<file path="src/design/idbw_pkg.sv">
package idbw_pkg;

  localparam int unsigned ByteW = 8;

  localparam logic [ByteW-1:0] AddrReset = 8'h78;
  localparam logic [ByteW-1:0] CtrlCmd   = 8'h00;
  localparam logic [ByteW-1:0] CtrlData  = 8'h40;

  localparam logic ReqTick = 1'b0;
  localparam logic ReqSend = 1'b1;

  typedef struct packed {
    logic             req_type;
    logic             is_data;
    logic [ByteW-1:0] payload;
    logic             sda_sample;
  } in_item_t;

  typedef struct packed {
    logic scl_level;
    logic sda_level;
    logic busy_res;
    logic done_res;
    logic nack_seen;
  } out_item_t;

endpackage

</file>
<file path="src/design/idbw_in_if.sv">
interface idbw_in_if;
  logic                     valid;
  logic                     ready;
  logic                     req_type;
  logic                     is_data;
  logic [idbw_pkg::ByteW-1:0] payload;
  logic                     sda_sample;

  modport source (output valid, output req_type, output is_data, output payload,
                  output sda_sample, input ready);
  modport sink (input valid, input req_type, input is_data, input payload,
                input sda_sample, output ready);
endinterface

</file>
<file path="src/design/idbw_out_if.sv">
interface idbw_out_if;
  logic valid;
  logic ready;
  logic scl_level;
  logic sda_level;
  logic busy_res;
  logic done_res;
  logic nack_seen;

  modport source (output valid, output scl_level, output sda_level, output busy_res,
                  output done_res, output nack_seen, input ready);
  modport sink (input valid, input scl_level, input sda_level, input busy_res,
                input done_res, input nack_seen, output ready);
endinterface

</file>
<file path="src/design/i2c_display_byte_writer.sv">
// The result of a transaction is registered and presented in the cycle after it is accepted.
// Throughput: one transaction per cycle while the output is not stalled; the bus state update
// is a single step between the input handshake and the output register.
// Reset (rst, synchronous, active high): bus idle, both lines released,
// address register back to 0x78, output register empty.
module i2c_display_byte_writer (
  input  logic             clk,
  input  logic             rst,
  input  logic             cfg_wr_en,
  input  logic [7:0]       cfg_wr_data,
  idbw_in_if.sink          in_ch,
  idbw_out_if.source       out_ch
);

  localparam logic [2:0] PH_IDLE    = 3'd0;
  localparam logic [2:0] PH_START   = 3'd1;
  localparam logic [2:0] PH_BITS    = 3'd2;
  localparam logic [2:0] PH_ACK     = 3'd3;
  localparam logic [2:0] PH_STOP    = 3'd4;
  localparam logic [2:0] PH_ACKFALL = 3'd5;

  logic [idbw_pkg::ByteW-1:0] slave_addr;

  logic [2:0] phase, phase_next;
  logic [1:0] tick_step, tick_step_next;
  logic [2:0] bit_count, bit_count_next;
  logic [1:0] byte_slot, byte_slot_next;
  logic [idbw_pkg::ByteW-1:0] shift_byte, shift_byte_next;
  logic [idbw_pkg::ByteW-1:0] held_payload, held_payload_next;
  logic held_is_data, held_is_data_next;
  logic scl, scl_next;
  logic sda, sda_next;
  logic done, nack;

  idbw_pkg::in_item_t  item;
  idbw_pkg::out_item_t res, res_next;
  logic                res_valid;
  logic                accept;

  assign item = {in_ch.req_type, in_ch.is_data, in_ch.payload, in_ch.sda_sample};

  assign in_ch.ready = !res_valid || out_ch.ready;
  assign accept      = in_ch.valid && in_ch.ready;

  always_comb begin
    phase_next        = phase;
    tick_step_next    = tick_step;
    bit_count_next    = bit_count;
    byte_slot_next    = byte_slot;
    shift_byte_next   = shift_byte;
    held_payload_next = held_payload;
    held_is_data_next = held_is_data;
    scl_next          = scl;
    sda_next          = sda;
    done              = 1'b0;
    nack              = 1'b0;

    if (item.req_type == idbw_pkg::ReqSend) begin
      if (phase == PH_IDLE) begin
        held_payload_next = item.payload;
        held_is_data_next = item.is_data;
        phase_next        = PH_START;
        tick_step_next    = 2'd0;
        bit_count_next    = 3'd0;
        byte_slot_next    = 2'd0;
      end
    end else begin
      unique case (phase)
        PH_IDLE: begin
        end
        PH_START: begin
          unique case (tick_step)
            2'd0: begin
              scl_next = 1'b1;
              sda_next = 1'b1;
              tick_step_next = 2'd1;
            end
            2'd1: begin
              sda_next = 1'b0;
              tick_step_next = 2'd2;
            end
            2'd2: begin
              scl_next        = 1'b0;
              byte_slot_next  = 2'd0;
              shift_byte_next = slave_addr;
              bit_count_next  = 3'd0;
              phase_next      = PH_BITS;
              tick_step_next  = 2'd0;
            end
            default: begin
              phase_next = PH_IDLE;
              tick_step_next = 2'd0;
              bit_count_next = 3'd0;
              byte_slot_next = 2'd0;
              scl_next = 1'b1;
              sda_next = 1'b1;
            end
          endcase
        end
        PH_BITS: begin
          unique case (tick_step)
            2'd0: begin
              scl_next = 1'b0;
              tick_step_next = 2'd1;
            end
            2'd1: begin
              sda_next        = shift_byte[idbw_pkg::ByteW-1];
              shift_byte_next = {shift_byte[idbw_pkg::ByteW-2:0], 1'b0};
              tick_step_next  = 2'd2;
            end
            2'd2: begin
              scl_next = 1'b1;
              if (bit_count == 3'd7) begin
                bit_count_next = 3'd0;
                phase_next     = PH_ACK;
              end else begin
                bit_count_next = bit_count + 3'd1;
              end
              tick_step_next = 2'd0;
            end
            default: begin
              phase_next = PH_IDLE;
              tick_step_next = 2'd0;
              bit_count_next = 3'd0;
              byte_slot_next = 2'd0;
              scl_next = 1'b1;
              sda_next = 1'b1;
            end
          endcase
        end
        PH_ACK: begin
          unique case (tick_step)
            2'd0: begin
              scl_next = 1'b0;
              tick_step_next = 2'd1;
            end
            2'd1: begin
              sda_next = 1'b1;
              tick_step_next = 2'd2;
            end
            2'd2: begin
              scl_next = 1'b1;
              if (item.sda_sample) begin
                nack = 1'b1;
                tick_step_next = 2'd3;
              end else begin
                phase_next = PH_ACKFALL;
                tick_step_next = 2'd0;
              end
            end
            default: begin
              scl_next = 1'b0;
              tick_step_next = 2'd1;
            end
          endcase
        end
        PH_ACKFALL: begin
          scl_next = 1'b0;
          priority if (byte_slot == 2'd0) begin
            byte_slot_next  = 2'd1;
            shift_byte_next = held_is_data ? idbw_pkg::CtrlData : idbw_pkg::CtrlCmd;
            bit_count_next  = 3'd0;
            phase_next      = PH_BITS;
            tick_step_next  = 2'd0;
          end else if (byte_slot == 2'd1) begin
            byte_slot_next  = 2'd2;
            shift_byte_next = held_payload;
            bit_count_next  = 3'd0;
            phase_next      = PH_BITS;
            tick_step_next  = 2'd0;
          end else begin
            phase_next     = PH_STOP;
            tick_step_next = 2'd0;
          end
        end
        PH_STOP: begin
          unique case (tick_step)
            2'd0: begin
              sda_next = 1'b0;
              tick_step_next = 2'd1;
            end
            2'd1: begin
              scl_next = 1'b1;
              tick_step_next = 2'd2;
            end
            2'd2: begin
              done = 1'b1;
              phase_next = PH_IDLE;
              tick_step_next = 2'd0;
              bit_count_next = 3'd0;
              byte_slot_next = 2'd0;
              scl_next = 1'b1;
              sda_next = 1'b1;
            end
            default: begin
              phase_next = PH_IDLE;
              tick_step_next = 2'd0;
              bit_count_next = 3'd0;
              byte_slot_next = 2'd0;
              scl_next = 1'b1;
              sda_next = 1'b1;
            end
          endcase
        end
        default: begin
          phase_next = PH_IDLE;
          tick_step_next = 2'd0;
          bit_count_next = 3'd0;
          byte_slot_next = 2'd0;
          scl_next = 1'b1;
          sda_next = 1'b1;
        end
      endcase
    end

    res_next.scl_level = scl_next;
    res_next.sda_level = sda_next;
    res_next.busy_res  = (phase_next != PH_IDLE);
    res_next.done_res  = done;
    res_next.nack_seen = nack;
  end

  always_ff @(posedge clk) begin
    if (rst) begin
      slave_addr <= idbw_pkg::AddrReset;
    end else if (cfg_wr_en) begin
      slave_addr <= cfg_wr_data;
    end
  end

  always_ff @(posedge clk) begin
    if (rst) begin
      phase     <= PH_IDLE;
      tick_step <= 2'd0;
      bit_count <= 3'd0;
      byte_slot <= 2'd0;
      scl       <= 1'b1;
      sda       <= 1'b1;
      res_valid <= 1'b0;
    end else begin
      if (accept) begin
        phase     <= phase_next;
        tick_step <= tick_step_next;
        bit_count <= bit_count_next;
        byte_slot <= byte_slot_next;
        scl       <= scl_next;
        sda       <= sda_next;
        res_valid <= 1'b1;
      end else if (out_ch.ready) begin
        res_valid <= 1'b0;
      end
    end
  end

  always_ff @(posedge clk) begin
    if (accept) begin
      shift_byte   <= shift_byte_next;
      held_payload <= held_payload_next;
      held_is_data <= held_is_data_next;
      res          <= res_next;
    end
  end

  assign out_ch.valid     = res_valid;
  assign out_ch.scl_level = res.scl_level;
  assign out_ch.sda_level = res.sda_level;
  assign out_ch.busy_res  = res.busy_res;
  assign out_ch.done_res  = res.done_res;
  assign out_ch.nack_seen = res.nack_seen;

endmodule

</file>
<file path="src/flat_wrapper.sv">
// flat-port wrapper written by rule: the top's interface ports become plain ports
module i2c_display_byte_writer_flat 
  (clk, rst, cfg_wr_en, cfg_wr_data, in_ch_valid, in_ch_req_type, in_ch_is_data, in_ch_payload, in_ch_sda_sample, in_ch_ready, out_ch_valid, out_ch_scl_level, out_ch_sda_level, out_ch_busy_res, out_ch_done_res, out_ch_nack_seen, out_ch_ready);
  idbw_in_if in_ch_i ();
  idbw_out_if out_ch_i ();
  input  logic clk;
  input  logic rst;
  input  logic cfg_wr_en;
  input  logic [7:0] cfg_wr_data;
  input wire logic [$bits(in_ch_i.valid)-1:0] in_ch_valid;
  input wire logic [$bits(in_ch_i.req_type)-1:0] in_ch_req_type;
  input wire logic [$bits(in_ch_i.is_data)-1:0] in_ch_is_data;
  input wire logic [$bits(in_ch_i.payload)-1:0] in_ch_payload;
  input wire logic [$bits(in_ch_i.sda_sample)-1:0] in_ch_sda_sample;
  output wire logic [$bits(in_ch_i.ready)-1:0] in_ch_ready;
  output wire logic [$bits(out_ch_i.valid)-1:0] out_ch_valid;
  output wire logic [$bits(out_ch_i.scl_level)-1:0] out_ch_scl_level;
  output wire logic [$bits(out_ch_i.sda_level)-1:0] out_ch_sda_level;
  output wire logic [$bits(out_ch_i.busy_res)-1:0] out_ch_busy_res;
  output wire logic [$bits(out_ch_i.done_res)-1:0] out_ch_done_res;
  output wire logic [$bits(out_ch_i.nack_seen)-1:0] out_ch_nack_seen;
  input wire logic [$bits(out_ch_i.ready)-1:0] out_ch_ready;
  assign in_ch_i.valid = in_ch_valid;
  assign in_ch_i.req_type = in_ch_req_type;
  assign in_ch_i.is_data = in_ch_is_data;
  assign in_ch_i.payload = in_ch_payload;
  assign in_ch_i.sda_sample = in_ch_sda_sample;
  assign in_ch_ready = in_ch_i.ready;
  assign out_ch_valid = out_ch_i.valid;
  assign out_ch_scl_level = out_ch_i.scl_level;
  assign out_ch_sda_level = out_ch_i.sda_level;
  assign out_ch_busy_res = out_ch_i.busy_res;
  assign out_ch_done_res = out_ch_i.done_res;
  assign out_ch_nack_seen = out_ch_i.nack_seen;
  assign out_ch_i.ready = out_ch_ready;
  i2c_display_byte_writer u_core (.clk(clk), .rst(rst), .cfg_wr_en(cfg_wr_en), .cfg_wr_data(cfg_wr_data), .in_ch(in_ch_i), .out_ch(out_ch_i));
endmodule
</file>
<file path="config.mk">
export PLATFORM = sky130hd
export DESIGN_NAME = i2c_display_byte_writer_flat
export DESIGN_NICKNAME = d
export VERILOG_FILES = /design/src/design/idbw_pkg.sv /design/src/design/idbw_in_if.sv /design/src/design/idbw_out_if.sv /design/src/design/i2c_display_byte_writer.sv /design/src/flat_wrapper.sv
export SDC_FILE = /design/constraint.sdc
export NUM_CORES = 1
export LEC_CHECK = 0
export BUFFER_PORTS_ARGS = -buffer_cell sky130_fd_sc_hd__buf_2
export CAP_MARGIN = 40
export CORE_AREA = 8 8 72 74
export CTS_CLUSTER_DIAMETER = 200
export DETAILED_ROUTE_END_ITERATION = 8
export DIE_AREA = 0 0 80 82
export PLACE_DENSITY = 0.79
export SYNTH_ARGS = -nofsm -noshare
export SYNTH_HDL_FRONTEND = slang
export SYNTH_SLANG_ARGS = --single-unit
</file>
<file path="constraint.sdc">
create_clock -name clk -period 7.2 [get_ports clk]
set_input_delay 0.72 -clock clk [delete_from_list [all_inputs] [get_ports clk]]
set_output_delay 0.72 -clock clk [all_outputs]
set_load 0.03 [all_outputs]
</file>
; Yosys cells after proc, flatten, opt, wreduce, memory -nomap -nowiden
; Index checks and enable logic that the tools add are counted.
[totals]
reg_bits = 43
output_inout_bits = 7
wordCells = 116
in_bits = 24
[classes]
n_reduce_logical = 23
mux = 53
n_addsub = 1
bitwise = 4
n_eq_ne = 19
[ops]
columns = op, n
row1 = 3-bit 2-to-1 mux, 14
row2 = 8-bit 2-to-1 mux, 4
row3 = 8-bit one-hot mux with 3 select lines, 1
row4 = 3-bit one-hot mux with 2 select lines, 3
row5 = 3-bit one-hot mux with 6 select lines, 1
row6 = 6-bit AND reduction, 3
row7 = 2-bit 2-to-1 mux, 8
row8 = 1-bit one-hot mux with 2 select lines, 6
row9 = 3-bit one-hot mux with 4 select lines, 1
row10 = 2-bit OR reduction, 6
row11 = "3-bit equality test, second input constant", 3
row12 = 3-bit OR reduction, 3
row13 = 1-bit 2-to-1 mux, 8
row14 = "2-bit by 1-bit inequality test with 1-bit output, second input constant", 4
row15 = 2-bit one-hot mux with 2 select lines, 2
row16 = 2-bit one-hot mux with 4 select lines, 1
row17 = 7-bit 2-to-1 mux, 1
row18 = "3-bit by 2-bit equality test with 1-bit output, second input constant", 2
row19 = "3-bit inequality test, second input constant", 2
row20 = 1-bit one-hot mux with 6 select lines, 1
row21 = 2-bit one-hot mux with 3 select lines, 1
row22 = 3-bit AND reduction, 2
row23 = 3-bit nonzero test, 2
row24 = 1-bit one-hot mux with 5 select lines, 1
row25 = other kinds (15), 20

; Logic depth before layout (Yosys ltp)
; Gate-level depths: netlist of run 1.
[depth]
depth_word = 6
ltp_mapped = 10
depth_no_buf = 7

; Least setup slack after synthesis of run 1
; No wires, ideal clock.
[synth_path]
path_kind = input-to-reg
from = input out_ch_ready
to = register u_core.shift_byte[0] in the netlist's numbering, enable pin
arrival_time_ps = 2232
cell_stages = 5
setup_ps = 389
required_time_ps = 6811
path_slack_ps = 4579
path_cell_list = nand2b_1 > nand2_1 > nor2_1 > inv_1 > a311oi_1
[synth_via]
elab_chain_len = 3
[synth_lines]
columns = element, line_no
row1 = "start, declared", flat_wrapper.sv:22  ; input wire logic [$bits(out_ch_i.ready)-1:0] out_ch_ready;
row2 = 1-bit logical OR, i2c_display_byte_writer.sv:42  ; assign in_ch.ready = !res_valid || out_ch.ready;
row3 = 1-bit logical AND, i2c_display_byte_writer.sv:43  ; assign accept = in_ch.valid && in_ch.ready;
row4 = 6-bit AND reduction (no line), --
row5 = "end signal, assigned", i2c_display_byte_writer.sv:257  ; shift_byte <= shift_byte_next;
row6 = "end, declared", i2c_display_byte_writer.sv:28  ; logic [idbw_pkg::ByteW-1:0] shift_byte, shift_byte_next;
; Every way passes these cells.
; A chain may end at the register's enable or synchronous reset.

; Final worst setup path of run 1
[layout_path]
from = register u_core.phase[0]
to = register u_core.shift_byte[1] in the netlist's numbering, enable pin
[layout_via]
elab_chain_len = 3
elab_cells_between_ends = 8
[layout_lines]
columns = element, line_no
row1 = "start, declared", i2c_display_byte_writer.sv:24  ; logic [2:0] phase, phase_next;
row2 = "start signal, assigned", i2c_display_byte_writer.sv:242  ; phase <= phase_next;
row3 = "3-bit equality test, or another cell as far along", i2c_display_byte_writer.sv:68  ; unique case (phase)
row4 = "3-bit by 1-bit inequality test with 1-bit output (no line), or another cell as far along", --
row5 = 6-bit AND reduction (no line) *, --
; Mark *: on every way between the ends. The rest lies on a longest branch, timed or not.

==> flow_metrics.env, run 1 <==
export IMPL_status="finished clean"
export IMPL_end_kind="flop"
export IMPL_holdBufCountCts=0
export IMPL_synthFlopType="edfxtp_1"
export IMPL_core_um2=4140
export IMPL_cp_data_arrival_time_ps=2600
export IMPL_maxClockFrequency_mhz=387
export IMPL_setup_ws_ps=4610
export IMPL_syn_to_final_growth_pct=10.2
export IMPL_num_antenna_cells=0
export IMPL_path_clk_slew_ps=90
export IMPL_ir_drop_v=0.000169
export IMPL_overflow=0
export IMPL_cts_tree="done"
export IMPL_worst_pin_slew_ps=809
export IMPL_routed_via_density=5.95
export IMPL_fin_skew_ps=12.1
export IMPL_port_buffers=30
export IMPL_postCtsSetupBuffers=0
export IMPL_dpl_hpwl_mm=3.61
export IMPL_ys_seq_elements=43
export IMPL_path_max_fanout=27
export IMPL_cts_resized=0
export IMPL_finalMaxSlewViolations=0
export IMPL_clk_latency_ps=310
export IMPL_initial_utilization_pct=55.2
export IMPL_drt_iter0_markers=329
export IMPL_num_io_pins=31
export IMPL_slew_headroom_pct=46.0
export IMPL_ys_seq_area_share_pct=47.2
export IMPL_min_period_ps=2590
export IMPL_cap_violations=0
export IMPL_synth_area_um2=2290
export IMPL_wl_met2_mm=2.25
export IMPL_cts_buffer_depth=2
export IMPL_grt_max_degree=28
export IMPL_top_layer_used="met4"
export IMPL_finalCritPeriodShare_pct=35.9
export IMPL_rsz0062_at_grt="false"
export IMPL_start_kind="flop"
export IMPL_tns_ps=0
export IMPL_dr_wl_met3_um=422
export IMPL_grt_usage_pct=15.2
export IMPL_hold_violations=0
export IMPL_rows=24
export IMPL_dr_pass1_iters=5
export IMPL_layout_drive_gt1_share_pct=14.9
export IMPL_h_tree_depth=2
export IMPL_grt_pass1_wl_mm=7.82
export IMPL_cts_sinks=43
export IMPL_total_leakage_power_nw=1.03
export IMPL_dpl_cell_area_um2=2440
export IMPL_avgSynthCellArea_um2=9.30
export IMPL_min_path_type="reg -> reg"
export IMPL_place_ws_ps=4640
export IMPL_route_vias_total=1909
export IMPL_power_density_nw_per_um2=196
export IMPL_grt_pass1_vias=1710
export IMPL_synth_fp_nets=280
export IMPL_wl_mm=4.94
export IMPL_nets=302
export IMPL_cts_root_buf="clkbuf_8"
export IMPL_drc=0
export IMPL_setup_viol=0
export IMPL_die_x_um=80
export IMPL_antenna_found_initial=0
export IMPL_path_class="reg -> reg"
export IMPL_synthCells=246
export IMPL_final_area_um2=2520
export IMPL_dieArea_um2=6560
export IMPL_ys_types=43
export IMPL_required_ps=7210
export IMPL_die_h_um=82
export IMPL_post_drt_wl_per_cell_um=15.4
export IMPL_gp_congestion=0.914
export IMPL_yosysWarnings=0
export IMPL_wl_met1_mm=2.19
export IMPL_async_reset_ff_share_pct=0
export IMPL_ant_nets=0
export IMPL_synth_edf_count=22
export IMPL_cts_made_buffers=5
-- per-layer routing --
| layer | GRT usage [%] | up-vias |
|---|---|---|
| li1 | - | 934 |
| met1 | 19.3 | 878 |
| met2 | 23.5 | 88 |
| met3 | 4.38 | 9 |
| met4 | 6.36 | 0 |
| met5 | 0 | - |
-- power by group --
part | switching (W) | total, W | internal, W
clock network | 0.0000846 | 0.000152 | 0.0000678
logic | 0.0000396 | 0.0000643 | 0.0000248
registers | 0.00000995 | 0.000278 | 0.000268
total | 0.000134 | 0.000494 | 0.000360
-- registers in the layout, indices dropped and copies added, names as in the netlist --
signal	count
u_core.tick_step	2
u_core.held_payload	8
u_core.shift_byte	8
u_core.out_ch.sda_level	1
u_core.scl	1
u_core.slave_addr	8
u_core.phase	3
u_core.out_ch.done_res	1
u_core.out_ch.scl_level	1
u_core.held_is_data	1
u_core.out_ch.valid	1
u_core.byte_slot	2
u_core.sda	1
u_core.out_ch.busy_res	1
u_core.bit_count	3
u_core.out_ch.nack_seen	1
-- cells by family after synthesis --
family	share of synthesized area (%)
AOI/OAI and AO/OA	18.2
and+or+nand+nor	18.6
adders and majority gates	5.47
DFF	47.2
xor gates and xnor gates	0.383
muxes	4.81
buffers and inverters	5.30
-- cell type report --
class | instances | area (um2)
Clock inverter | 2 | 12.5
Tap cell | 52 | 65.1
Inverter | 13 | 48.8
Clock buffer | 6 | 72.6
Multi-Input combinational cell | 174 | 1090
Timing Repair Buffer | 31 | 155
Fill cell | 349 | 1620
Sequential cell | 43 | 1080
-- final timing paths --
path | to | slack, ps | from | cells after the start
max | u_core.shift_byte[1]$_DFFE_PP_ | 4610 | u_core.phase[0]$_SDFFE_PP0P_ | 5
min | u_core.bit_count[2]$_SDFFE_PP0P_ | 490 | u_core.bit_count[2]$_SDFFE_PP0P_ | 2
max reg2reg | u_core.shift_byte[1]$_DFFE_PP_ | 4610 | u_core.phase[0]$_SDFFE_PP0P_ | 5
min reg2reg | u_core.bit_count[2]$_SDFFE_PP0P_ | 490 | u_core.bit_count[2]$_SDFFE_PP0P_ | 2
-- through the flow --
step,cells,util [%],power (W),hold slack [ps]
6_report,321,60.8,0.000494,485
5_1_grt,321,60.8,0.000515,514
4_1_cts,321,60.8,0.000500,490
3_5_place_dp,313,58.8,0.000347,463
3_3_place_gp,312,58.7,0.000346,456
2_1_floorplan,246,-,0.000328,443
-- cells in the final DEF, fill, tap and decap left out, types with 4 or more instances in the layout --
cell and n:
edfxtp_1 22, buf_2 31, nand2_1 36, inv_1 13, nor3_1 7, a22oi_1 8, o21ai_0 16, nor2_1 17
a31oi_1 5, nand2b_1 5, a21oi_1 15, ha_1 10, nand3_1 6, clkbuf_8 5, dfxtp_1 21, mux2i_1 11
nor2b_1 4
-- critical path, stage by stage, from the launching register on --
cell      delay [ps]
dfxtp_1          570
nand2b_1         280
nor2_1           490
a21oi_1          140
a311oi_1         530
buf_2            270
-- Yosys cell counts, types with 7 or more instances --
cell      number  area, um2
nor2_1        17       63.8
a22oi_1        8       60.1
o21ai_0       16       80.1
clkbuf_1      11       41.3
inv_1         13       48.8
nor3_1         7       35.0
nand2_1       36        135
a21oi_1       15       75.1
edfxtp_1      22        661
dfxtp_1       21        420
ha_1          10        125
mux2i_1       11        110
No activity file was read; power rests on OpenSTA's default activity.
==> inputs of run 2 (changes only) <==
Settings changed: CORE_AREA 8 8 72 74 to 8 8 76 78, DIE_AREA 0 0 80 82 to 0 0 84 86, PLACE_DENSITY 0.79 to 0.74.
Clock period 7.2 ns to 2.1 ns, I/O delays scaled along.
==> flow_metrics.env, run 2 (synthesized netlist as in run 1, its figures left out) <==
export IMPL_end_kind="flop"
export IMPL_cts_tree="done"
export IMPL_worst_pin_slew_ps=662
export IMPL_ir_drop_v=0.000480
export IMPL_cpPeakStageDelay_ps=410
export IMPL_min_path_type="in -> reg"
export IMPL_cts_made_buffers=5
export IMPL_total_leakage_power_nw=1.15
export IMPL_dp_cells=337
export IMPL_syn_to_final_growth_pct=19.2
export IMPL_cts_buffer_depth=2
export IMPL_routed_via_density=5.86
export IMPL_layout_drive_gt1_share_pct=23.7
export IMPL_power_frac_comb_pct=15.5
export IMPL_cts_root_buf="clkbuf_8"
export IMPL_die_h_um=86
export IMPL_setup_viol=0
export IMPL_power_density_nw_per_um2=649
export IMPL_layoutNonFillerInstCount=345
export IMPL_finalCritPeriodShare_pct=96.0
export IMPL_start_kind="flop"
export IMPL_holdBufCountCts=0
export IMPL_gp_congestion=0.970
export IMPL_rr_worst_depth=7
export IMPL_overflow=0
export IMPL_die_x_um=84
export IMPL_status="finished clean"
export IMPL_regToRegSetupSlack_ps=80
export IMPL_grt_max_degree=18
export IMPL_r2r_end="u_core.byte_slot[1]$_SDFFE_PP0P_"
export IMPL_wl_mm=5.55
export IMPL_p_sw_share_pct=27.9
export IMPL_num_io_pins=31
export IMPL_post_drt_wl_per_cell_um=16.1
export IMPL_hold_end="u_core.held_is_data$_DFFE_PP_"
export IMPL_hold_depth=1
export IMPL_num_antenna_cells=0
export IMPL_cp_data_arrival_time_ps=2250
export IMPL_hold_start="in_ch_is_data"
export IMPL_port_buffers=30
export IMPL_crit_chain="inv_1 -> ha_2 -> a211o_1 -> o2111a_1 -> a2111o_1 -> or4_1 -> a21oi_1"
export IMPL_path_max_fanout=4
export IMPL_setup_ws_ps=83.6
export IMPL_grt_usage_pct=15.4
export IMPL_min_period_ps=2020
export IMPL_core_um2=4600
export IMPL_path_class="reg -> reg"
export IMPL_critPathSlowestCell="or4_1"
export IMPL_maxClockFrequency_mhz=496
export IMPL_timing_rr_start="u_core.tick_step[1]$_SDFFE_PP0P_"
export IMPL_drc=0
export IMPL_rsz0062_at_grt="false"
export IMPL_hold_violations=0
export IMPL_switchingPower_w=0.000494
export IMPL_reg_top3="u_core.held_payload (8), u_core.shift_byte (8), u_core.slave_addr (8)"
export IMPL_cap_violations=0
export IMPL_place_ws_ps=-10.5
export IMPL_clk_latency_ps=300
export IMPL_finalMaxSlewViolations=0
export IMPL_clock_power_share_pct=31.5
export IMPL_slew_headroom_pct=55.9
export IMPL_internal_power_w=0.00128
export IMPL_dpl_hpwl_mm=4.07
export IMPL_fin_skew_ps=4.30
export IMPL_path_clk_slew_ps=90
export IMPL_ant_nets=0
export IMPL_final_cell_mix="nand2_1, buf_2, buf_4, edfxtp_1, dfxtp_1"
export IMPL_cts_sinks=43
export IMPL_required_ps=2340
export IMPL_drt_iter0_markers=251
export IMPL_initial_utilization_pct=49.8
export IMPL_grt_pass1_wl_mm=9.14
export IMPL_antenna_found_initial=0
export IMPL_grt_pass1_vias=1908
export IMPL_dieArea_um2=7220
export IMPL_h_tree_depth=2
export IMPL_nets=324
export IMPL_p_seq_share_pct=53.0
export IMPL_dr_pass1_iters=5
export IMPL_nFillCells=377
export IMPL_layout_commonest_cell="nand2_1"
export IMPL_route_vias_total=2023
export IMPL_rows=25
export IMPL_postCtsSetupBuffers=0
[run 2: cell type report]
| type | count | area [um2] | share of cell area [%] |
|---|---|---|---|
| clock buffer | 5 | 68.8 | 2.52 |
| clock inverter | 3 | 26.3 | 0.963 |
| inverter | 13 | 48.8 | 1.79 |
| multi-input combinational | 174 | 1110 | 40.7 |
| sequential | 43 | 1080 | 39.7 |
| tap | 54 | 67.6 | 2.48 |
| timing repair buffer | 53 | 323 | 11.8 |
[run 2: timing repair]
item                       in CTS  in global routing
pin swaps                       0                  1
setup endpoints to repair       1                  2
resized for setup               1                  3
[run 2: how the worst max path moves through the flow]
stage	endpoint	slack, ps	startpoint	cells after the start
2_1_floorplan	u_core.bit_count[0]$_SDFFE_PP0P_	3	u_core.phase[1]$_SDFFE_PP0P_	10
3_3_place_gp	u_core.bit_count[0]$_SDFFE_PP0P_	70	u_core.tick_step[1]$_SDFFE_PP0P_	7
3_5_place_dp	u_core.bit_count[0]$_SDFFE_PP0P_	-10	u_core.tick_step[1]$_SDFFE_PP0P_	7
4_1_cts	u_core.bit_count[0]$_SDFFE_PP0P_	40	u_core.tick_step[1]$_SDFFE_PP0P_	7
5_1_grt	u_core.bit_count[0]$_SDFFE_PP0P_	20	u_core.tick_step[1]$_SDFFE_PP0P_	7
6_report	u_core.byte_slot[1]$_SDFFE_PP0P_	80	u_core.tick_step[1]$_SDFFE_PP0P_	7
[run 2: critical path: cells and delay by family (launching register included)]
kind            cells  cell delay [ps]
compound gates      4              910
fa+ha+maj           1              210
buf+inv             1               80
flops               1              340
simple gates        1              410
[run 2: routing by layer]
metal	vias to the layer above	GRT usage, %	wire [um]
met5	-	0	0
met4	0	4.40	60
met3	10	3.89	445
met2	102	24.6	2590
met1	929	20.1	2450
li1	982	-	-
[run 2: power groups by stage]
stage	registers, W	logic [W]	clock network (W)
after global routing	0.000941	0.000303	0.000598
after detailed placement	0.000955	0.000267	0
after floorplan	0.000963	0.000175	0
final	0.000937	0.000274	0.000558
after CTS	0.000937	0.000271	0.000567
after global placement	0.000954	0.000264	0
[run 2: through the flow]
| step | hold WS (ps) | TNS [ps] | utilization (%) | instance area [um2] | power (W) |
|---|---|---|---|---|---|
| 3_3_place_gp | 386 | 0 | 57.1 | 2620 | 0.00122 |
| 3_5_place_dp | 388 | -10.5 | 57.1 | 2620 | 0.00122 |
| 6_report | 81.9 | 0 | 59.3 | 2730 | 0.00177 |
| 2_1_floorplan | 309 | 0 | - | 2340 | 0.00114 |
| 5_1_grt | 68.5 | 0 | 59.3 | 2730 | 0.00184 |
| 4_1_cts | 74.8 | 0 | 59.2 | 2720 | 0.00177 |
